**config.mk**
```make
export PLATFORM = sky130hd
export DESIGN_NAME = hcb_ram
export DESIGN_NICKNAME = d
export VERILOG_FILES = /design/src/sv/hcb_ram.sv
export SDC_FILE = /design/constraint.sdc
export NUM_CORES = 2
export LEC_CHECK = 0
export BUFFER_PORTS_ARGS = -buffer_cell sky130_fd_sc_hd__buf_2
export CORE_AREA = 2 2 424 426
export CTS_BUF_LIST = sky130_fd_sc_hd__clkbuf_4
export CTS_CLUSTER_SIZE = 30
export DETAILED_ROUTE_END_ITERATION = 6
export DIE_AREA = 0 0 426 428
export PLACE_DENSITY_LB_ADDON = 0.08
export REMOVE_ABC_BUFFERS = 1
export SLEW_MARGIN = 20
export SYNTH_ARGS = -nofsm -noshare
export SYNTH_HDL_FRONTEND = slang
export SYNTH_SLANG_ARGS = --single-unit
export TNS_END_PERCENT = 5
```
**constraint.sdc**
```tcl
create_clock -name clock -period 2.14 [get_ports clock]
set_input_delay 0 -clock clock [delete_from_list [all_inputs] [get_ports clock]]
set_output_delay 0 -clock clock [all_outputs]
set_load 0.05 [all_outputs]
```
**src/sv/hcb_ram.sv**
```systemverilog
// ----------------------------------------------------------------------------
// hcb_ram
// Simple dual-port RAM: one write port, one read port with registered data.
// ----------------------------------------------------------------------------
module hcb_ram #(
   parameter int WIDTH = 8,
   parameter int DEPTH = 256,
   localparam int AW = $clog2(DEPTH)
) (
   input  logic             clock,
   input  logic             wr_en,
   input  logic [AW-1:0]    wr_addr,
   input  logic [WIDTH-1:0] wr_data,
   input  logic [AW-1:0]    rd_addr,
   output logic [WIDTH-1:0] rd_data
);

   logic [WIDTH-1:0] mem [DEPTH];

   always_ff @(posedge clock) begin
      if (wr_en) begin
         mem[wr_addr] <= wr_data;
      end
      rd_data <= mem[rd_addr];
   end

endmodule

```
==> impl_metrics.yaml <==
run_status:
  status: "finished with violations"
  violations: "negative setup slack"
power:
  cellInternalPower_w: 0.0634
  power_switching_w: 0.0186
  combPwrFrac_pct: 6.3
  cellLeakagePower_nw: 31.8
  seq_power_share_pct: 54.2
  vdd_ir_drop_max_mv: 0.665
  clockPowerShare_pct: 39.5
  cellPowerDensity_mw_per_mm2: 859
  p_sw_share_pct: 22.7
clock_tree:
  clk_pin_slew_ns: 0.06
  cts_buffers: 551
  post_cts_buffers: 0
  clock_path_buffers: 4
  insertion_delay_ns: 1.37
  htreeDepth: 6
  cts_sinks: 2056
  root_buffer: "clkbuf_4"
  cts_tree: "built"
grt:
  grt_pass1_vias: 45900
  antenna_found_initial: 11
  grt_max_degree: 117
  grt_overflow: 0
  track_usage_pct: 24.6
  grt_pass1_wl_um: 319000
sta:
  setup_viol: 8
  slew_headroom_pct: 37.8
  setup_ws_ns: -0.236
  tightest_slew_ns: 0.933
  fmax_mhz: 421
  hold_violations: 0
  skew_ns: 0.0657
  slew_viol_final: 0
  min_period_ns: 2.38
  grt_setup_unrepaired: "true"
  whs_ns: 0.0494
  finalCritPeriodShare_pct: 111
critical_path:
  worstSetupPathType: "reg2reg"
  crit_fanout: 1
  cp.arrival_ns: 3.60
  cp.required_ns: 3.36
  critPathLaunchType: "flop"
  slowest_delay_ns: 0.54
  cp_cell_sequence: "mux4_2, mux4_2, nor2b_1, nor4_4, buf_4, nor4_2"
  slowest_stage: "mux4_2"
  crit_top_cell: "mux4_2"
  cp-end-kind: "flop"
cells_and_area:
  syn2layout_area_growth_pct: 20.0
  instances_no_fill: 7588
  drive_gt1_share_pct: 40.4
  fin_util_pct: 53.7
  nets: 4909
routing:
  drc: 0
  wl_per_cell_um: 29.3
  drtIter0Drc: 4384
  drt_pass1_iterations: 5
  vias_per_cell: 5.69
  routed_wl_um: 222000
  drtAntennaViolNets: 0
  vias: 43200
synth:
  synth-seq-cells: 2056
  post_synth.cell_area_avg_sq_um: 21.3
  ys.flop_type: "edfxtp_1"
  ys_warn_count: 0
  synth_cells: 3733
  ys_async_sr_fraction_pct: 0
  synth_area_sq_mm: 0.0796
  yosysSeqAreaShare_pct: 77.5
  synth_edf_count: 2048
  synthDistinctLibCells: 55
placement:
  hpwl_um: 143000
  place_inst: 6625
  port-buffer-count: 33
  gp_congestion: 0.863
floorplanning:
  pin_count: 34
  die_height_um: 428
  core_sq_mm: 0.178
  rows: 155
  dieArea_sq_mm: 0.182
  start_util_pct: 44.8
  die_w_um: 426
run:
  drv_cap: 0
min_path:
  hold_class: "in2reg"
[repair_timing]
item | CTS | global route
pin swaps | 6 | 10
gates resized for setup | 61 | 27
endpoints found under the setup margin | 16 | 96
hold buffers | 63 | 0
endpoints found under the hold margin | 4104 | 0
[final cells by class]
cell class	instances	area (sq um)
Fill cell	14100	82200
Sequential cell	2056	61700
Multi-Input combinational cell	1442	16800
Timing Repair Buffer	830	7620
Clock buffer	768	5770
Tap cell	2355	2950
Clock inverter	131	617
Antenna cell	4	10.0
Inverter	2	7.51
[critical path, delay by kind of cell (launching register included)]
kind                   cells  cell delay [ns]
flip-flops                 1             0.39
AND/OR/NAND/NOR            3             0.60
multiplexers               2             1.06
buffers and inverters      1             0.20
[logic make-up (layout without fill, tap and decap cells)]
kind of cell | after synthesis | after routing | share of synthesized area, %
muxes | 591 | 591 | 14.6
DFF | 2056 | 2056 | 77.5
other | 0 | 4 | 0
buffers and inverters | 235 | 1731 | 1.83
AOI/OAI and AO/OA | 385 | 385 | 3.42
and+or+nand+nor | 466 | 466 | 2.63
[cells in the final DEF, fill, tap and decap left out, types with 34 or more instances in the layout]
cell | synthesis | final
edfxtp_1 | 2048 | 2048
clkbuf_4 | 0 | 768
buf_4 | 27 | 655
mux4_2 | 454 | 455
nor2_1 | 282 | 274
mux2i_1 | 134 | 134
a22oi_1 | 133 | 126
clkinv_1 | 1 | 94
a21oi_1 | 96 | 94
buf_12 | 8 | 83
dlygate4sd3_1 | 0 | 52
o221ai_1 | 46 | 44
nand3_1 | 34 | 34
[final timing paths]
| path | start | to | slack [ns] | cells past startpoint |
|---|---|---|---|---|
| max | mem[67][2] | rd_data[2] | -0.24 | 6 |
| min | wr_addr[6] | mem[238][5] | 0.05 | 5 |
| max reg2reg | mem[67][2] | rd_data[2] | -0.24 | 6 |
| min reg2reg | mem[32][5] | rd_data[5] | 1.04 | 7 |
[routing by layer]
layer  global-route usage, %  vias up  routed length, um
met3                    5.25      349              14900
met4                    8.87        6               6350
li1                        -    18400                  -
met2                    39.8     1739             111000
met1                    32.9    22700              90700
met5                       0        -                 33
[registers in the layout, summed over array words and instances, names as in the netlist]
name / count
mem: 2048
rd_data: 8
[per-stage QoR]
stage,setup slack [ns],power [W],setup TNS [ns],instance area [sq um]
floorplan,-0.268,0.0469,-1.82,78100
global placement,-1.53,0.0502,-9.33,87900
detailed placement,-1.20,0.0503,-7.27,87900
CTS,-0.281,0.0831,-1.40,95400
global route,-0.286,0.0854,-1.47,95500
finish,-0.236,0.0820,-1.01,95500
[Yosys cell counts (all sizes together), types with 10 or more instances]
cell type  instances  area, sq um
mux2i            134         1340
a22oi            133          998
nor2             282         1060
nand4             10         62.6
nor4              27          188
o211ai            10         75.1
a221oi            14          129
nor3              22          110
o221ai            47          418
clkbuf           111          417
o21ai             12         60.1
edfxtp          2048        61500
a211oi            16          120
a21oi             96          480
nor2b             31          194
mux4             456        10300
o22ai             28          175
nand3             34          170
nand2             33          124
buf              122         1030
[power by group through the flow]
| stage | clock network, W | logic (W) | registers [W] |
|---|---|---|---|
| finish | 0.0324 | 0.00519 | 0.0444 |
| global route | 0.0355 | 0.00547 | 0.0444 |
| CTS | 0.0334 | 0.00524 | 0.0444 |
| detailed placement | 0 | 0.00497 | 0.0453 |
| global placement | 0 | 0.00487 | 0.0453 |
| floorplan | 0 | 0.00156 | 0.0454 |
No activity file was read; power rests on OpenSTA's default activity.
